===== src/hdl/stwe_pkg.sv =====
// Shared types and constants for the subscription table with expiry.
// Used by every module of the block but stwe_slot_ram; no dependencies of its own.
package stwe_pkg;

    // Table geometry
    localparam int SLOTS  = 16;
    localparam int SLOT_W = (SLOTS > 1) ? $clog2(SLOTS) : 1;

    // Field widths
    localparam int IP_W   = 32;
    localparam int PORT_W = 16;
    localparam int TIME_W = 32;
    localparam int LEN_W  = 16;
    localparam int SLOT_FIELD_W = 4;

    // Reset value of the service length register, in seconds
    localparam logic [LEN_W-1:0] SERVICE_LEN_RESET = LEN_W'(30);

    // Request kinds
    localparam logic KIND_REGISTER = 1'b0;
    localparam logic KIND_SWEEP    = 1'b1;

    // Result codes
    typedef enum logic [2:0] {
        OC_ACCEPTED = 3'd0,
        OC_REFUSED  = 3'd1,
        OC_NOTICE   = 3'd2,
        OC_ENDED    = 3'd3,
        OC_DONE     = 3'd4
    } outcome_t;

    // Sequencer states
    typedef enum logic [1:0] {
        ST_IDLE,
        ST_SCAN,
        ST_FLUSH,
        ST_DONE
    } state_t;

    // One stored subscriber
    typedef struct packed {
        logic [IP_W-1:0]   ip;
        logic [PORT_W-1:0] port;
        logic [TIME_W-1:0] created;
    } slot_entry_t;

    // One result word
    typedef struct packed {
        outcome_t                  outcome;
        logic [SLOT_FIELD_W-1:0]   slot;
        logic [IP_W-1:0]           dest_ip;
        logic [PORT_W-1:0]         dest_port;
        logic [TIME_W-1:0]         time_stamp;
        logic                      last;
    } result_t;

endpackage


===== src/hdl/stwe_slot_ram.sv =====
// Generic single-write, single-read RAM with registered read data.
// Holds the subscriber entries; no package dependencies.
module stwe_slot_ram #(
    parameter int DEPTH  = 16,
    parameter int ADDR_W = 4,
    parameter int DATA_W = 80
) (
    input  logic              clk,
    input  logic              we,
    input  logic [ADDR_W-1:0] waddr,
    input  logic [DATA_W-1:0] wdata,
    input  logic [ADDR_W-1:0] raddr,
    output logic [DATA_W-1:0] rdata
);

    logic [DATA_W-1:0] mem [DEPTH];

    // Write port
    always_ff @(posedge clk)
    begin
        if (we)
        begin
            mem[waddr] <= wdata;
        end
    end

    // Registered read port
    always_ff @(posedge clk)
    begin
        rdata <= mem[raddr];
    end

endmodule


===== src/hdl/stwe_age_cmp.sv =====
// Expiry test: unsigned 32-bit age against the service length.
// Depends on stwe_pkg for field widths.
module stwe_age_cmp (
    input  logic [stwe_pkg::TIME_W-1:0] now,
    input  logic [stwe_pkg::TIME_W-1:0] created,
    input  logic [stwe_pkg::LEN_W-1:0]  service_length,
    output logic                        expired
);
    import stwe_pkg::*;

    logic [TIME_W-1:0] age;

    // Modulo-2^32 difference handles time wrap
    always_comb
    begin
        age     = now - created;
        expired = (age > TIME_W'(service_length));
    end

endmodule


===== src/hdl/subscription_table_with_expiry.sv =====
// Top level of the subscription table with expiry.
// Depends on stwe_pkg, stwe_slot_ram and stwe_age_cmp.
//
// A register word (kind 0) answers accepted or refused in the next cycle;
// busy stays low. A sweep word (kind 1) raises busy while the sequencer
// walks the slots one per cycle through the slot RAM's registered read
// port and the single age comparator, then drains the read stage; the
// done word is strobed in the same cycle that busy drops. Results appear
// at most one per cycle on the strobe (empty slots leave gaps), in slot
// order, with last set only on the final word of each request. The
// receiver cannot hold results off, so consume every strobed word. Write
// service_length only while busy is low and no result is pending.
module subscription_table_with_expiry (
    input  logic                         clk,
    input  logic                         rst_n,
    // Request
    input  logic                         start,
    output logic                         busy,
    input  logic                         kind,
    input  logic [stwe_pkg::IP_W-1:0]    client_ip,
    input  logic [stwe_pkg::PORT_W-1:0]  client_port,
    input  logic [stwe_pkg::TIME_W-1:0]  now,
    // Configuration
    input  logic                         service_length_we,
    input  logic [stwe_pkg::LEN_W-1:0]   service_length,
    // Results
    output logic                         strobe,
    output logic [2:0]                   outcome,
    output logic [stwe_pkg::SLOT_FIELD_W-1:0] slot,
    output logic [stwe_pkg::IP_W-1:0]    dest_ip,
    output logic [stwe_pkg::PORT_W-1:0]  dest_port,
    output logic [stwe_pkg::TIME_W-1:0]  time_stamp,
    output logic                         last
);
    import stwe_pkg::*;

    localparam logic [SLOT_W-1:0] LAST_IDX = SLOT_W'(SLOTS - 1);

    state_t            state_reg, state_next;
    logic [SLOT_W-1:0] idx_reg, idx_next;
    logic [TIME_W-1:0] now_reg, now_next;
    logic [LEN_W-1:0]  len_reg;
    logic [SLOTS-1:0]  valid_reg, valid_next;
    logic              p_vld_reg, p_vld_next;
    logic [SLOT_W-1:0] p_idx_reg, p_idx_next;
    logic              strobe_reg, strobe_next;
    result_t           res_reg, res_next;

    logic              ram_we;
    logic [SLOT_W-1:0] ram_raddr;
    slot_entry_t       ram_wdata;
    slot_entry_t       ram_rdata;
    logic              expired;

    logic              found;
    logic [SLOT_W-1:0] free_idx;

    // Slot storage
    stwe_slot_ram #(
        .DEPTH  (SLOTS),
        .ADDR_W (SLOT_W),
        .DATA_W ($bits(slot_entry_t))
    ) u_ram (
        .clk   (clk),
        .we    (ram_we),
        .waddr (free_idx),
        .wdata (ram_wdata),
        .raddr (ram_raddr),
        .rdata (ram_rdata)
    );

    // Shared age comparator
    stwe_age_cmp u_age (
        .now            (now_reg),
        .created        (ram_rdata.created),
        .service_length (len_reg),
        .expired        (expired)
    );

    // Lowest free slot
    always_comb
    begin
        found    = 1'b0;
        free_idx = '0;
        for (int i = SLOTS - 1; i >= 0; i--)
        begin
            if (!valid_reg[i])
            begin
                found    = 1'b1;
                free_idx = SLOT_W'(i);
            end
        end
    end

    // Control registers
    always_ff @(posedge clk or negedge rst_n)
    begin
        if (!rst_n)
        begin
            state_reg  <= ST_IDLE;
            idx_reg    <= '0;
            valid_reg  <= '0;
            p_vld_reg  <= 1'b0;
            strobe_reg <= 1'b0;
            len_reg    <= SERVICE_LEN_RESET;
        end
        else
        begin
            state_reg  <= state_next;
            idx_reg    <= idx_next;
            valid_reg  <= valid_next;
            p_vld_reg  <= p_vld_next;
            strobe_reg <= strobe_next;
            if (service_length_we)
            begin
                len_reg <= service_length;
            end
        end
    end

    // Payload registers
    always_ff @(posedge clk)
    begin
        now_reg   <= now_next;
        p_idx_reg <= p_idx_next;
        res_reg   <= res_next;
    end

    // Sequencer: next state and outputs
    always_comb
    begin
        state_next  = state_reg;
        idx_next    = idx_reg;
        now_next    = now_reg;
        valid_next  = valid_reg;
        p_vld_next  = 1'b0;
        p_idx_next  = p_idx_reg;
        strobe_next = 1'b0;
        res_next    = res_reg;
        ram_we      = 1'b0;
        ram_raddr   = idx_reg;
        ram_wdata.ip      = client_ip;
        ram_wdata.port    = client_port;
        ram_wdata.created = now;

        // Read stage: evaluate the slot fetched last cycle
        if (p_vld_reg)
        begin
            strobe_next        = 1'b1;
            res_next.slot      = SLOT_FIELD_W'(p_idx_reg);
            res_next.dest_ip   = ram_rdata.ip;
            res_next.dest_port = ram_rdata.port;
            res_next.last      = 1'b0;
            if (expired)
            begin
                res_next.outcome       = OC_ENDED;
                res_next.time_stamp    = '0;
                valid_next[p_idx_reg]  = 1'b0;
            end
            else
            begin
                res_next.outcome    = OC_NOTICE;
                res_next.time_stamp = now_reg;
            end
        end

        case (state_reg)
            ST_IDLE:
            begin
                if (start)
                begin
                    if (kind == KIND_SWEEP)
                    begin
                        now_next   = now;
                        idx_next   = '0;
                        state_next = ST_SCAN;
                    end
                    else
                    begin
                        strobe_next         = 1'b1;
                        res_next.dest_ip    = client_ip;
                        res_next.dest_port  = client_port;
                        res_next.time_stamp = '0;
                        res_next.last       = 1'b1;
                        if (found)
                        begin
                            ram_we               = 1'b1;
                            valid_next[free_idx] = 1'b1;
                            res_next.outcome     = OC_ACCEPTED;
                            res_next.slot        = SLOT_FIELD_W'(free_idx);
                        end
                        else
                        begin
                            res_next.outcome = OC_REFUSED;
                            res_next.slot    = '0;
                        end
                    end
                end
            end
            ST_SCAN:
            begin
                // Issue one slot read per cycle; empty slots are skipped
                p_vld_next = valid_reg[idx_reg];
                p_idx_next = idx_reg;
                if (idx_reg == LAST_IDX)
                begin
                    state_next = ST_FLUSH;
                end
                else
                begin
                    idx_next = idx_reg + SLOT_W'(1);
                end
            end
            ST_FLUSH:
            begin
                state_next = ST_DONE;
            end
            ST_DONE:
            begin
                strobe_next         = 1'b1;
                res_next.outcome    = OC_DONE;
                res_next.slot       = '0;
                res_next.dest_ip    = '0;
                res_next.dest_port  = '0;
                res_next.time_stamp = '0;
                res_next.last       = 1'b1;
                state_next          = ST_IDLE;
            end
            default:
            begin
                state_next = ST_IDLE;
            end
        endcase
    end

    // Port drive
    assign busy       = (state_reg != ST_IDLE);
    assign strobe     = strobe_reg;
    assign outcome    = res_reg.outcome;
    assign slot       = res_reg.slot;
    assign dest_ip    = res_reg.dest_ip;
    assign dest_port  = res_reg.dest_port;
    assign time_stamp = res_reg.time_stamp;
    assign last       = res_reg.last;

    // Table writes happen only between sweeps
    a_write_idle: assert property (@(posedge clk) disable iff (!rst_n)
        ram_we |-> (state_reg == ST_IDLE))
        else $error("slot write during sweep");

    // Read stage is live only while the sweep walks or drains
    a_pipe_in_sweep: assert property (@(posedge clk) disable iff (!rst_n)
        p_vld_reg |-> (state_reg == ST_SCAN || state_reg == ST_FLUSH))
        else $error("slot evaluation outside sweep");

    // A sweep closes with the done word
    a_sweep_done: assert property (@(posedge clk) disable iff (!rst_n)
        (state_reg == ST_DONE) |=> (strobe_reg && res_reg.last
                                    && res_reg.outcome == OC_DONE))
        else $error("sweep did not end with done word");

    // A register request answers with a single final word
    a_register_answer: assert property (@(posedge clk) disable iff (!rst_n)
        (start && !busy && kind == KIND_REGISTER) |=> (strobe_reg && res_reg.last))
        else $error("register request not answered");

    // Only the done word or a register answer carries last
    a_last_word: assert property (@(posedge clk) disable iff (!rst_n)
        (strobe_reg && res_reg.last) |->
            (res_reg.outcome == OC_DONE || res_reg.outcome == OC_ACCEPTED
             || res_reg.outcome == OC_REFUSED))
        else $error("last set on a slot word");

endmodule


===== config.mk =====
export PLATFORM = sky130hd
export DESIGN_NAME = subscription_table_with_expiry
export DESIGN_NICKNAME = d
export VERILOG_FILES = /design/src/hdl/stwe_pkg.sv /design/src/hdl/stwe_slot_ram.sv /design/src/hdl/stwe_age_cmp.sv /design/src/hdl/subscription_table_with_expiry.sv
export SDC_FILE = /design/constraint.sdc
export NUM_CORES = 2
export LEC_CHECK = 0
export BUFFER_PORTS_ARGS = -buffer_cell sky130_fd_sc_hd__buf_2
export CORE_MARGIN = 10
export CORE_UTILIZATION = 35
export CTS_BUF_LIST = sky130_fd_sc_hd__clkbuf_4 sky130_fd_sc_hd__clkbuf_8
export CTS_CLUSTER_SIZE = 28
export DETAILED_ROUTE_END_ITERATION = 10
export PLACE_DENSITY_LB_ADDON = 0.3
export SLEW_MARGIN = 25
export SYNTH_ARGS = -nofsm -noshare
export SYNTH_HDL_FRONTEND = slang
export SYNTH_SLANG_ARGS = --single-unit
export TNS_END_PERCENT = 20

===== constraint.sdc =====
create_clock -name clk -period 10.3 [get_ports clk]
set_input_delay 0.515 -clock clk [delete_from_list [all_inputs] [get_ports clk]]
set_output_delay 0.515 -clock clk [all_outputs]
set_load 0.05 [all_outputs]

==> impl_metrics.csv <==
group,metric,value,unit
synthesis,yosysTopAreaCell,"edfxtp_1",
synthesis,synth_cells,3490,
flow_run,maxCapViolCount,0,
floorplanning,fp.dieH,432.6,µm
pwr,p_switching,6.107,mW
layout,fill_cells,15260,
synthesis,synthTopCellsByArea,"edfxtp_1, mux4_2, dfxtp_1",
pwr,clockPowerShare,30.3,%
cts,clockRootBuffer,"clkbuf_8",
floorplanning,die_x,432.6,µm
layout,largest_reg_flops,1280,
synthesis,synth_edf_count,1316,
floorplanning,rows,151,
timing,skew,0.06479,ns
pwr,p_int,12.33,mW
min_path,hp-start,"service_length_we",
timing,fin_crit,5.005,ns
detailed_routing,vias,33780,
floorplanning,start_util,35.20,%
synthesis,synthesis.area,59580,µm²
worst_setup_path,r2r_start,"now_reg[0]$_DFFE_PP_",
synthesis,yosys_warnings,0,
timing,timing.final.crit_share,48.60,%
pwr,leakage,24.28,nW
pwr,seq_power_share,40.3,%
detailed_routing,routed_via_density,5.291,
floorplanning,die-area,187100,µm²
timing,tightest_slew,1.078,ns
worst_setup_path,cp-start-kind,"flip-flop",
synthesis,synth.most_common_cell,"edfxtp_1",
pwr,vdd_drop_max,0.1912,mV
min_path,whs_endpoint,"len_reg[0]$_DFFE_PN0P_",
layout,nNetsFinal,4119,
timing,finalSetupViolCount,0,
synthesis,synth.distinct_cells,74,
worst_setup_path,critPathArrivalTime,5.86,ns
timing,maxSlewViolCount,0,
floorplanning,coreArea,169300,µm²
grt,grt_max_degree,120,
cts,h-tree-depth,5,
synthesis,async_flop_share,2.625,%
timing,fmax,199.8,MHz
placement,portBuffers,190,
cts,cts_setup_buffers,0,
detailed_routing,dr.pass1.iters,5,
cts,cts_tree,"built",
detailed_routing,routed_wl,162200,µm
cts,clock_sinks,1524,
floorplanning,pin_count,191,
min_path,hp-class,"input pin to flip-flop",
worst_setup_path,critPathKind,"flip-flop to flip-flop",
cts,clock_path_buffers,4,
timing,rsz0062_at_grt,"false",
worst_setup_path,endpoint_kind,"flip-flop",
layout,reg_top3,"u_ram.mem: 1280 flops, u_ram.rdata: 80 flops",
grt,grt_first_pass_wirelength,235200,µm
layout,layout-drive-gt1-share,23.73,%
synthesis,syn_avg_cell_area,17.07,µm²
cts,clk_latency,0.98,ns
cts,numCtsBuffers,276,
synthesis,synth_top_area_share,66.32,%
worst_setup_path,critical_path_required,11.16,ns
timing,fin_tns_setup,0,ns
cts,cts_resized,0,
placement,routabilityCongestion,0.8437,
detailed_routing,wl_per_cell,25.41,µm
layout,area_delta_synth_final,17.45,%
grt,track_usage,16.88,%
grt,grt_pass1_vias,34370,
pwr,p_sw_share,33.12,%
synthesis,syn-num-nets,3644,
synthesis,yosysSeqAreaShare,73.66,%
grt,overflow,0,
cts,hold_buffers,127,
grt,antenna_found_initial,14,
detailed_routing,postRouteAntennaNets,0,
placement,hpwl,85180,µm
timing,max-slew-margin-rel,28.16,%
min_path,hold_depth,2,
timing,finalHoldViolCount,0,
layout,largest-register,"u_ram.mem",
worst_setup_path,reg2reg_slack,5.29,ns
placement,dp_cells,5777,
worst_setup_path,reg2reg_to,"valid_reg[0]$_DFF_PN0_",
timing,fin_hold_ws,0.1393,ns
worst_setup_path,cp_max_fo,24,
cts,clk_pin_slew_worst_paths,0.06,ns
synthesis,synth_ff_type,"edfxtp_1",
worst_setup_path,r2r_cells,19,
outcome,status,"finished, final reports clean",
detailed_routing,drt_iter0_drc,2842,
synthesis,synth.top_cells.by_count,"edfxtp_1, mux2i_1, o21ai_0",
pwr,powerDensity,263.5,nW/µm²
pwr,power_frac_comb,29.4,%
detailed_routing,drcViolationCount,0,
layout,final_cells,6385,
synthesis,ys_seq_elements,1524,
[power groups by stage]
stage | combinational [mW] | sequential [mW] | clock (mW)
floorplan | 3.65 | 7.56 | 0
finish | 5.42 | 7.43 | 5.58
global placement | 5.34 | 7.59 | 0
detailed placement | 5.36 | 7.60 | 0
CTS | 5.42 | 7.47 | 5.72
global route | 5.90 | 7.47 | 6.00
[routing by layer]
metal  global-route usage (%)  share of wire [%]  up-vias
li1                         -                  -    14900
met1                    22.85                 44    17450
met2                    27.06                 48     1104
met3                    3.412                5.5      319
met4                    5.802                3.0       10
met5                        0              0.035        -
[placed cells by master (no fill, tap or decap), types with 32 or more instances in the layout]
| master | instances |
|---|---|
| clkinv_1 | 34 |
| mux2i_1 | 292 |
| edfxtp_1 | 1316 |
| a221oi_1 | 80 |
| dfxtp_1 | 168 |
| nor2_1 | 45 |
| dlygate4sd3_1 | 127 |
| inv_1 | 69 |
| buf_4 | 59 |
| buf_2 | 190 |
| o21ai_0 | 262 |
| a21oi_1 | 135 |
| mux4_2 | 165 |
| and3_1 | 43 |
| ha_1 | 52 |
| clkbuf_4 | 107 |
| clkbuf_8 | 305 |
| mux2_2 | 81 |
| nand2_1 | 200 |
| a22o_1 | 32 |
| a22oi_1 | 82 |
[cell families after synthesis]
group                      Yosys count  share of synthesized area (%)
and+or+nand+nor                    399                          3.070
adders and majority gates           53                          1.126
buffers and inverters              253                          1.621
DFF                               1524                          73.66
muxes                              538                          12.67
AOI/OAI and AO/OA                  699                          7.503
xor gates and xnor gates            24                         0.3528
[how the worst max path moves through the flow]
| stage | start | slack, ns | cells after the start | to |
|---|---|---|---|---|
| 6_report | now_reg[0]$_DFFE_PP_ | 5.29 | 19 | valid_reg[0]$_DFF_PN0_ |
| 5_1_grt | now_reg[0]$_DFFE_PP_ | 4.97 | 19 | valid_reg[14]$_DFF_PN0_ |
| 4_1_cts | now_reg[0]$_DFFE_PP_ | 5.27 | 19 | valid_reg[0]$_DFF_PN0_ |
| 3_5_place_dp | now_reg[0]$_DFFE_PP_ | 5.36 | 19 | valid_reg[0]$_DFF_PN0_ |
| 3_3_place_gp | now_reg[0]$_DFFE_PP_ | 5.60 | 19 | valid_reg[14]$_DFF_PN0_ |
| 2_1_floorplan | state_reg[0]$_DFFE_PN0P_ | 2.08 | 10 | valid_reg[14]$_DFF_PN0_ |
[per-stage QoR]
stage | utilization, % | total power, mW | setup slack, ns | cell area [µm²]
floorplan | - | 11.21 | 2.082 | 59580
global placement | 37.40 | 12.93 | 5.596 | 63300
detailed placement | 37.40 | 12.95 | 5.361 | 63310
CTS | 41.32 | 18.61 | 5.270 | 69950
global route | 41.34 | 19.38 | 4.968 | 69980
finish | 41.34 | 18.44 | 5.295 | 69980
[worst max-delay path: stages, from the launching register on]
cell and delay (ns):
edfxtp_1 0.35, inv_1 0.05, ha_1 0.22, fa_1 0.41, nand2b_1 0.18, a21oi_1 0.42
o21ai_0 0.32, nand2_1 0.18, xor2_1 0.18, ha_1 0.25, nand4_1 0.14, nor3_1 0.08
o2bb2ai_1 0.11, a2111oi_0 0.49, o22a_1 0.27, o2111a_1 0.18, nand4_1 0.14, nor4_4 0.30
buf_4 0.38, o22a_1 0.21
[area by class of cell]
type / instances / area, µm² / share of cell area [%]
flip-flops and latches: 1524 / 43910 / 62.74
multi-input cells: 1713 / 14900 / 21.28
clock buffers: 412 / 5001 / 7.146
well taps: 2218 / 2775 / 3.966
repair buffers: 381 / 2765 / 3.951
clock inverters: 65 / 372.9 / 0.5328
inverters: 69 / 259.0 / 0.3701
diodes: 3 / 7.507 / 0.01073
(Power assumes the default switching activity.)
